===== src/design/key_sequence_binding_matcher_macros.svh =====
// ----------------------------------------------------------------------------
// Key sequence binding matcher: assertion macros
// Concurrent assertion wrappers, clocked on i_clk and idle in reset.
// ----------------------------------------------------------------------------
`ifndef KEY_SEQUENCE_BINDING_MATCHER_MACROS_SVH
`define KEY_SEQUENCE_BINDING_MATCHER_MACROS_SVH
`ifndef SYNTHESIS
// Condition that must hold at every edge.
`define KSBM_ASSERT(lbl, cond, msg) \
    lbl: assert property (@(posedge i_clk) disable iff (!i_rst_n) (cond)) else $error(msg);
// Trigger at one edge implies a consequence at the next edge.
`define KSBM_ASSERT_NEXT(lbl, trig, cons, msg) \
    lbl: assert property (@(posedge i_clk) disable iff (!i_rst_n) (trig) |=> (cons)) \
        else $error(msg);
`else
`define KSBM_ASSERT(lbl, cond, msg)
`define KSBM_ASSERT_NEXT(lbl, trig, cons, msg)
`endif
`endif


===== src/design/ksbm_pkg.sv =====
// ----------------------------------------------------------------------------
// Key sequence binding matcher package
// Shared sizes, codes, key type and sequencer states.
// ----------------------------------------------------------------------------
`default_nettype none
package ksbm_pkg;
    localparam int BUF_DEPTH  = 32;
    localparam int MAX_BIND   = 32;
    localparam int CHAIN_MAX  = 16;
    localparam int SYM_W      = 31;
    localparam int MOD_W      = 10;
    localparam logic [MOD_W-1:0] KEEP_MODS = 10'h3C3;

    typedef struct packed {
        logic [SYM_W-1:0] sym;
        logic [MOD_W-1:0] modf;
    } t_key;

    typedef enum logic [1:0] {
        CMD_KEY    = 2'd0,
        CMD_TICK   = 2'd1,
        CMD_HEADER = 2'd2,
        CMD_CHAIN  = 2'd3
    } t_cmd;

    typedef enum logic [2:0] {
        KIND_FALLBACK = 3'd0,
        KIND_FIRED    = 3'd1,
        KIND_ARG      = 3'd2,
        KIND_WAITING  = 3'd3,
        KIND_DROPPED  = 3'd4
    } t_kind;

    localparam logic CFG_BIND_COUNT = 1'b0;
    localparam logic CFG_TIMEOUT    = 1'b1;

    typedef enum logic [3:0] {
        S_IDLE,
        S_BIND,
        S_RD,
        S_EV,
        S_FIRE,
        S_ARG_RD,
        S_ARG_EM,
        S_SH_RD,
        S_SH_WR,
        S_FL_RD,
        S_FL_EM,
        S_ONE
    } t_state;
endpackage
`default_nettype wire


===== src/design/ksbm_key_match.sv =====
// ----------------------------------------------------------------------------
// Key compare unit
// Two keys are equal when the symbols match and the modifier bits kept by
// KEEP_MODS overlap, or both modifier words are zero.
// ----------------------------------------------------------------------------
`default_nettype none
module ksbm_key_match (
    input  ksbm_pkg::t_key i_chain_key,
    input  ksbm_pkg::t_key i_buf_key,
    output logic           o_same
);
    import ksbm_pkg::*;

    logic w_overlap;
    logic w_both_zero;

    // Modifier rule, then symbol equality.
    assign w_overlap   = |(i_chain_key.modf & i_buf_key.modf & KEEP_MODS);
    assign w_both_zero = (i_chain_key.modf == '0) && (i_buf_key.modf == '0);
    assign o_same      = (i_chain_key.sym == i_buf_key.sym) && (w_overlap || w_both_zero);
endmodule
`default_nettype wire


===== config.mk =====
export PLATFORM = sky130hd
export DESIGN_NAME = ksbm_key_match
export DESIGN_NICKNAME = d
export VERILOG_FILES = /design/src/design/key_sequence_binding_matcher_macros.svh /design/src/design/ksbm_pkg.sv /design/src/design/ksbm_key_match.sv
export SDC_FILE = /design/constraint.sdc
export NUM_CORES = 1
export LEC_CHECK = 0
export ABC_AREA = 1
export BUFFER_PORTS_ARGS = -buffer_cell sky130_fd_sc_hd__clkbuf_2
export CAP_MARGIN = 30
export CORE_MARGIN = 5
export CORE_UTILIZATION = 33
export DETAILED_ROUTE_END_ITERATION = 8
export PLACE_DENSITY = 0.84
export REMOVE_ABC_BUFFERS = 1
export SETUP_SLACK_MARGIN = 0.2
export SKIP_LAST_GASP = 1
export SYNTH_ARGS = -nofsm -noshare
export SYNTH_HDL_FRONTEND = slang
export SYNTH_SLANG_ARGS = --single-unit

===== constraint.sdc =====
create_clock -name vclk -period 0.96
set_clock_uncertainty 0.05 [all_clocks]
set_input_delay 0.144 -clock vclk [all_inputs]
set_output_delay 0.144 -clock vclk [all_outputs]
set_load 0.01 [all_outputs]

Yosys cells after proc, flatten, opt, wreduce, memory -nomap -nowiden
Cells that the tools add are included.
W data, S select, Z words.
{"block": "word_totals", "ff_bits": 0, "input_bits": 82, "output_inout_bits": 1, "wordCells": 8}
{"block": "classes", "n_eq_ne": 1, "bitwise": 1, "reduce_logical": 6}
{"cell": "$eq A31 B31 Y1", "count": 1}
{"cell": "$logic_not A10 Y1", "count": 2}
{"cell": "$and A10 B10 Y10", "count": 1}
{"cell": "$reduce_or A6 Y1", "count": 1}
{"cell": "$logic_and A1 B1 Y1", "count": 2}
{"cell": "$logic_or A1 B1 Y1", "count": 1}

Logic depth before layout (Yosys ltp)
Gate-level depths: netlist of run 1.
{"block": "depth", "depth_word": 4, "mapped_depth": 8, "ltp_nobuf": 8}

Worst setup path after synthesis of run 1
OpenSTA, ideal clock, no wires.
{"block": "synth_timing", "path_kind": "input to output", "start": "in i_buf_key[0] (netlist name)", "end": "out o_same", "arrival_ns": 0.753, "required_ns": 0.766, "path_slack_ns": 0.013, "stages": 6, "n_path_buf": 0, "path_cell_list": "or2_0 nor2_1 nand2_1 nand2_1 nand3_1 nor2_1"}
{"block": "synth_via", "elab_chain_cells": 4, "word_cells_on_any_way": 6, "classes_between": "bitwise: 1; reduce/logical: 5"}
{"item": "from (decl)", "line_no": "ksbm_key_match.sv:9", "rtl": "input ksbm_pkg::t_key i_buf_key,"}
{"item": "$and A10 B10 Y10 or $logic_not A10 Y1 (tied branches)", "line_no": "ksbm_key_match.sv:18, ksbm_key_match.sv:19"}
{"item": "$reduce_or A6 Y1 or $logic_and A1 B1 Y1 (tied branches)", "line_no": "ksbm_key_match.sv:18, ksbm_key_match.sv:19"}
{"item": "$logic_or A1 B1 Y1 (*)", "line_no": "ksbm_key_match.sv:20", "rtl": "assign o_same = (i_chain_key.sym == i_buf_key.sym) && (w_overlap || w_both_zero);"}
{"item": "$logic_and A1 B1 Y1 (*)", "line_no": "ksbm_key_match.sv:20"}
{"item": "to (decl)", "line_no": "ksbm_key_match.sv:10", "rtl": "output logic o_same"}
Every way passes the cells marked *; elsewhere a longest branch is shown, timed or not.

Worst setup path in the final report of run 1
{"block": "layout_timing", "start": "in i_buf_key[17] (netlist name)", "end": "out o_same"}
{"block": "layout_via", "elab_chain_cells": 2}
{"item": "$eq A31 B31 Y1", "line_no": "ksbm_key_match.sv:20"}
{"item": "$logic_and A1 B1 Y1", "line_no": "ksbm_key_match.sv:20"}
Every way passes these cells.

==> summary.md, run 1 <==
| Metric | Value |
|---|---|
| CP cell instances | `clkbuf_2 > xor2_1 > nor2_1 > nand2_1 > nor2_1 > nand2_1 > nor2_1 > buf_2` |
| CP peak stage delay | `0.15 ns` |
| Antenna violations before repair | `0` |
| Aggregate routed wire length | `between 2000 and 2500 um` |
| Core box area | `0.00176 sq mm` |
| Cell with the most instances after synthesis | `nand2_1` |
| # diodes | `0` |
| Post-CTS setup buffer count | `0` |
| Seq/Total Area, Yosys | `0%` |
| Net Sw Frac | `41.0%` |
| CP startpoint kind | `primary input` |
| Yosys cell types | `9` |
| DP HPWL | `2050 um` |
| Grt ovf | `0` |
| Slew HR | `89.6%` |
| Hold Buf Count CTS | `0` |
| DR pass1 iterations | `4` |
| Outcome | `finished, violations left` |
| Combinational share of power | `100.0%` |
| Fin nets | `310` |
| Worst setup endpoint | `o_same` |
| Final hold violation count | `0` |
| CP Class | `in -> out` |
| Design area | `0.00117 sq mm` |
| FFs & Latches | `0` |
| Max cap viols | `0` |
| Period utilization | `117%` |
| Largest net degree at the start of global routing | `3` |
| Drc violations | `0` |
| Antenna Nets Post-Route | `0` |
| Pleak | `0.791 nW` |
| Mean Syn Cell Area | `between 4 and 5 sq um` |
| Worst slack, placed | `-0.206 ns` |
| RSZ-0062 raised after global routing | `yes` |
| Wire per inst | `8.84 um` |
| Layout cells sized above 1 | `40.3%` |
| VDD IR-drop max | `0.189 mV` |
| Hold_sp | `i_chain_key[16]` |
| Post-place instance area | `roughly 0.0011 sq mm` |
| Net Switching | `0.000166 W` |
| Clk pwr share | `0%` |
| Area of the multi-input gates | `534 sq um` |
| Initial Utilization | `35.6%` |
| Fillcell total | `202` |
| Internal power | `between 0.0002 and 0.00025 W` |
| Worst EP arrival | `~0.93 ns` |
| Die Footprint | `about 0.0029 sq mm` |
| Hold WS | `0.731 ns` |
| GRT Total Usage | `12.2%` |
| First-pass GRT wire length | `2820 um` |
| Failing checks | `negative setup slack` |
| Post-synth top area share | `between 30% and 40%` |
| Core Util, Final | `66.1%` |
| Power per cell area | `347 mW/mm^2` |
| Top post-synthesis cells by area | `nand2_1, xor2_1, nor2_1` |
| Final setup fails | `1` |
| Drt via density | `roughly 4` |
| Worst slew pin tran | `0.155 ns` |
| Final setup margin | `-0.164 ns` |
| Highest Clock Rate | `890 MHz` |
| Setup crit end kind | `primary output` |
| Final Max Tran Viols | `0` |
| Yosys warns | `0` |
| Slowest CP cell | `xor2_1` |
| Layout area overhead | `85.7%` |
| Boundary Pins | `between 80 and 90` |
| I/O Buffers | `83` |
| Row Count | `15` |
| Worst path required time | `0.77 ns` |
| Cells after Synth | `between 100 and 150` |
| Starting DRT DRC Count | `5` |
| Register area | `0 sq um` |
| Min Tclk post-route | `1.12 ns` |
| CP Max Fanout | `1` |
| Leading area contributor after synthesis | `nand2_1` |
| Total negative slack | `-0.164 ns` |
| Vias in the first global route | `847` |
| Crit path launch | `i_buf_key[17]` |
| Vias | `about 1,000` |
| Reg power frac | `0%` |
| Vert. Die Dim | `about 54 um` |
| Cell Area, Synth | `roughly 630 sq um` |
| Global placer's final weighted congestion | `0.687` |
| Most frequent CP cell | `nor2_1` |
| Worst Hold Class | `in -> out` |
| Synth cell count leaders | `nand2_1, nor2_1, inv_1` |
| Die Width | `53.6 um` |
| Layout clock buffers | `0` |
==> repair_timing <==
action | in CTS | in global routing
cloned | 0 | 0
setup endpoints to repair | 1 | 1
hold endpoints to repair | 0 | 0
gates resized for setup | 1 | 16
pin swaps | 7 | 17
==> cell families after synthesis <==
logic type	synth area share (%)
and+or+nand+nor	60.2
buffers and inverters	16.1
xor gates and xnor gates	23.7
==> area by class of cell <==
| type | instances | share of cell area (%) |
|---|---|---|
| inverters | 27 | 8.69 |
| repair buffers | 85 | 42.8 |
| well taps | 25 | 2.68 |
| multi-input cells | 114 | 45.8 |
==> worst min path at each step <==
stage,endpoint,slack [ns],cells after the start
6_report,o_same,0.73,7
5_1_grt,o_same,0.81,7
4_1_cts,o_same,0.73,7
3_5_place_dp,o_same,0.73,7
3_3_place_gp,o_same,0.71,7
2_1_floorplan,o_same,0.49,5
==> power by group through the flow <==
stage	Combinational, W	Clock (W)	Sequential (W)
floorplan	0.000161	0	0
global placement	0.000369	0	0
detailed placement	0.000375	0	0
CTS	0.000378	0	0
global route	0.000458	0	0
finish	0.000405	0	0
==> metal layers <==
layer  track usage [%]  up-vias  wire (um)
met5                 0        -          0
met4                 0        0          0
met2              27.8       42       1250
li1                  -      575          -
met1              11.1      415        651
met3              2.49        0        320
==> per-stage QoR <==
step / total power, W / instances
after floorplan: 0.000161 / 141
after global placement: 0.000369 / 251
after detailed placement: 0.000375 / 251
after CTS: 0.000378 / 251
after global routing: 0.000458 / 251
final: 0.000405 / 251
==> critical path: cells and delay by family <==
family / cells / cell delay (ns)
buffers and inverters: 2 / 0.21
AND/OR/NAND/NOR: 5 / 0.42
XOR/XNOR: 1 / 0.15
==> cells in the final DEF (no fill, tap or decap) <==
| master | count |
|---|---|
| clkbuf_2 | 71 |
| inv_2 | 2 |
| buf_6 | 11 |
| xor2_1 | 15 |
| nand3_1 | 5 |
| nor2_2 | 4 |
| nand2_1 | 57 |
| buf_4 | 2 |
| nor2_1 | 29 |
| xnor2_1 | 2 |
| buf_2 | 1 |
| nand4_1 | 1 |
| inv_1 | 25 |
| or2_0 | 1 |
Note: power is estimated with default switching activity, not from simulation.
==> inputs of run 2 (changes only) <==
--- a/config.mk
+++ b/config.mk
@@ -9,9 +9,9 @@
 export BUFFER_PORTS_ARGS = -buffer_cell sky130_fd_sc_hd__clkbuf_2
 export CAP_MARGIN = 30
 export CORE_MARGIN = 5
-export CORE_UTILIZATION = 33
+export CORE_UTILIZATION = 36
 export DETAILED_ROUTE_END_ITERATION = 8
-export PLACE_DENSITY = 0.84
+export PLACE_DENSITY = 0.91
 export REMOVE_ABC_BUFFERS = 1
 export SETUP_SLACK_MARGIN = 0.2
 export SKIP_LAST_GASP = 1
==> constraint.sdc (replaced) <==
create_clock -name vclk -period 1.3
set_clock_uncertainty 0.05 [all_clocks]
set_input_delay 0.195 -clock vclk [all_inputs]
set_output_delay 0.195 -clock vclk [all_outputs]
set_load 0.01 [all_outputs]
==> run 2 against run 1 <==
  * The run now ends clean
  * Hold slack improved by 0.069 ns
  * First-iteration DRC count shrank 60%
  * Sequential share of layout area unchanged
  * Via count is 1.7% higher
  * Die area decreased by 6.8%
  * Design area increased by 0.11%
  * Critical path type unchanged
  * Combinational power down 24%
  * Power fell by 24%
  * Largest cell class unchanged
  * Global-route usage is 1.4 points higher
  * Critical path depth stayed put
  * Setup slack improved by 0.21 ns
  * Sequential cell count did not move
==> summary.md, run 2 (synthesized netlist as in run 1, its figures left out) <==
| Metric | Value |
|---|---|
| Outcome | `completed` |
| Worst Path Buf+Inv | `2` |
| Layout clock buffers | `0` |
| Design area | `about 0.0012 sq mm` |
| Worst path required time | `around 1.1 ns` |
| Grt met3 use | `2.87%` |
| Net Switching | `0.000129 W` |
| Die Width | `51.8 um` |
| Total negative slack | `0 ns` |
| Post-place instance area | `0.00106 sq mm` |
| Global placer's final weighted congestion | `approximately 0.72` |
| Antenna violations before repair | `0` |
| Vias | `1,050` |
| Slew HR | `between 80% and 90%` |
| Fin nets | `308` |
| Grt ovf | `0` |
| FFs & Latches | `0` |
| Largest net degree at the start of global routing | `3` |
| Initial Utilization | `37.2%` |
| Crit path launch | `i_buf_key[0]` |
| Most common cell after layout, fill and taps aside | `clkbuf_2` |
| Worst slew pin tran | `0.154 ns` |
| Die Footprint | `roughly 0.0027 sq mm` |
| Hold WS | `0.801 ns` |
| Worst Hold Class | `in -> out` |
| Slowest CP cell | `or2_0` |
| Max cap viols | `0` |
| Reg power frac | `0%` |
| Net Sw Frac | `a little over two fifths` |
| RSZ-0062 raised after global routing | `yes` |
| Met2 Use GR | `29.2%` |
| Layout area overhead | `85.9%` |
| CP Class | `in -> out` |
| DR pass1 iterations | `2` |
| CP peak stage delay | `0.21 ns` |
| Period utilization | `96.2%` |
| Core box area | `0.00169 sq mm` |
| Cell Count, Final, Fillers Out | `241` |
| VDD IR-drop max | `about 0.14 mV` |
| Drc violations | `0` |
| Final setup fails | `0` |
| Row Count | `15` |
| Pleak | `0.791 nW` |
| Layout cells sized above 1 | `between 40% and 50%` |
| Setup crit end kind | `primary output` |
| Wire per inst | `about 9.7 um` |
| Worst EP arrival | `1.00 ns` |
| GRT Total Usage | `a little over an eighth` |
| Hold Buf Count CTS | `0` |
| Dpl cells | `241` |
| # diodes | `0` |
| GRT met1 Usage | `13.7%` |
| First-pass GRT wire length | `3000 um` |
| I/O Buffers | `83` |
| Register area | `0 sq um` |
| Drt via density | `about 4.4` |
| Total power | `a little over 0.0003 W` |
| CP startpoint kind | `primary input` |
| Worst path top cell family by delay | `simple AND/OR/NAND/NOR gates` |
| Hold_sp | `i_chain_key[15]` |
| CP cell instances | `clkbuf_2 > or2_0 > nor2_1 > nand2_1 > nand2_1 > nand3_1 > nor2_1 > buf_2` |
| Vert. Die Dim | `51.8 um` |
| Antenna Nets Post-Route | `0` |
| Grt peak-use layer | `met2` |
| Clk pwr share | `0%` |
| Aggregate routed wire length | `2330 um` |
| Boundary Pins | `83` |
| DP HPWL | `just over 2000 um` |
| Final Max Tran Viols | `0` |
| Power per cell area | `264 mW/mm^2` |
| CP Max Fanout | `2` |
| Min Tclk post-route | `1.25 ns` |
| Highest Clock Rate | `roughly 800 MHz` |
| Combinational share of power | `100.0%` |
| Final hold violation count | `0` |
| Internal power | `0.000180 W` |
| Vias in the first global route | `808` |
| Commonest cells after routing, fill and taps aside | `clkbuf_2, nand2_1, nor2_1` |
| Starting DRT DRC Count | `2` |
==> run 2: cell types whose count changed in the layout (fill, tap and decap cells not counted) <==
cell and change:
buf_4 -2, buf_6 +3, clkbuf_2 -3, inv_1 -2
inv_2 +2, nand3_1 -1, nand3_2 +1, nor2_1 +2
nor2_2 -2, xnor2_1 -1, xnor2_2 +1
==> run 2: metal layers <==
| metal | wire, um | part of all wire, % |
|---|---|---|
| met1 | 689 | 30 |
| met5 | 0 | 0 |
| met3 | 235 | 10 |
| met2 | 1330 | 57 |
| met4 | 69 | 3.0 |
==> run 2: repair_timing <==
action                                  CTS  global route
gates resized for setup                   0            22
setup buffers                             0             0
pin swaps                                 1            25
endpoints found under the setup margin    1             1
==> run 2: final cells by class <==
class,count,area [sq um]
fillers,171,522
multi-input cells,114,542
inverters,27,101
repair buffers,83,503
well taps,17,21.3
==> run 2: power by group through the flow <==
| stage | Combinational, W | Clock, W | Sequential (W) |
|---|---|---|---|
| finish | 0.000309 | 0 | 0 |
| global route | 0.000347 | 0 | 0 |
| CTS | 0.000275 | 0 | 0 |
| detailed placement | 0.000274 | 0 | 0 |
| global placement | 0.000266 | 0 | 0 |
| floorplan | 0.000119 | 0 | 0 |
==> run 2: path summary, 6_finish.rpt <==
kind                     end  slack [ns]  depth (start not counted)
worst max-delay path  o_same        0.05                          8
worst min-delay path  o_same        0.80                          7
==> run 2: worst min-delay path: cells and delay by family <==
kind / cells / cell delay (ns)
XOR/XNOR: 1 / 0.05
buffers and inverters: 2 / 0.21
AND/OR/NAND/NOR: 4 / 0.20
==> run 2: through the flow <==
stage | utilization, % | setup slack [ns]
floorplan | - | 0.251
global placement | 63.0 | 0.0560
detailed placement | 63.0 | 0.0285
CTS | 63.0 | 0.0283
global route | 69.1 | -0.0450
finish | 69.1 | 0.0500
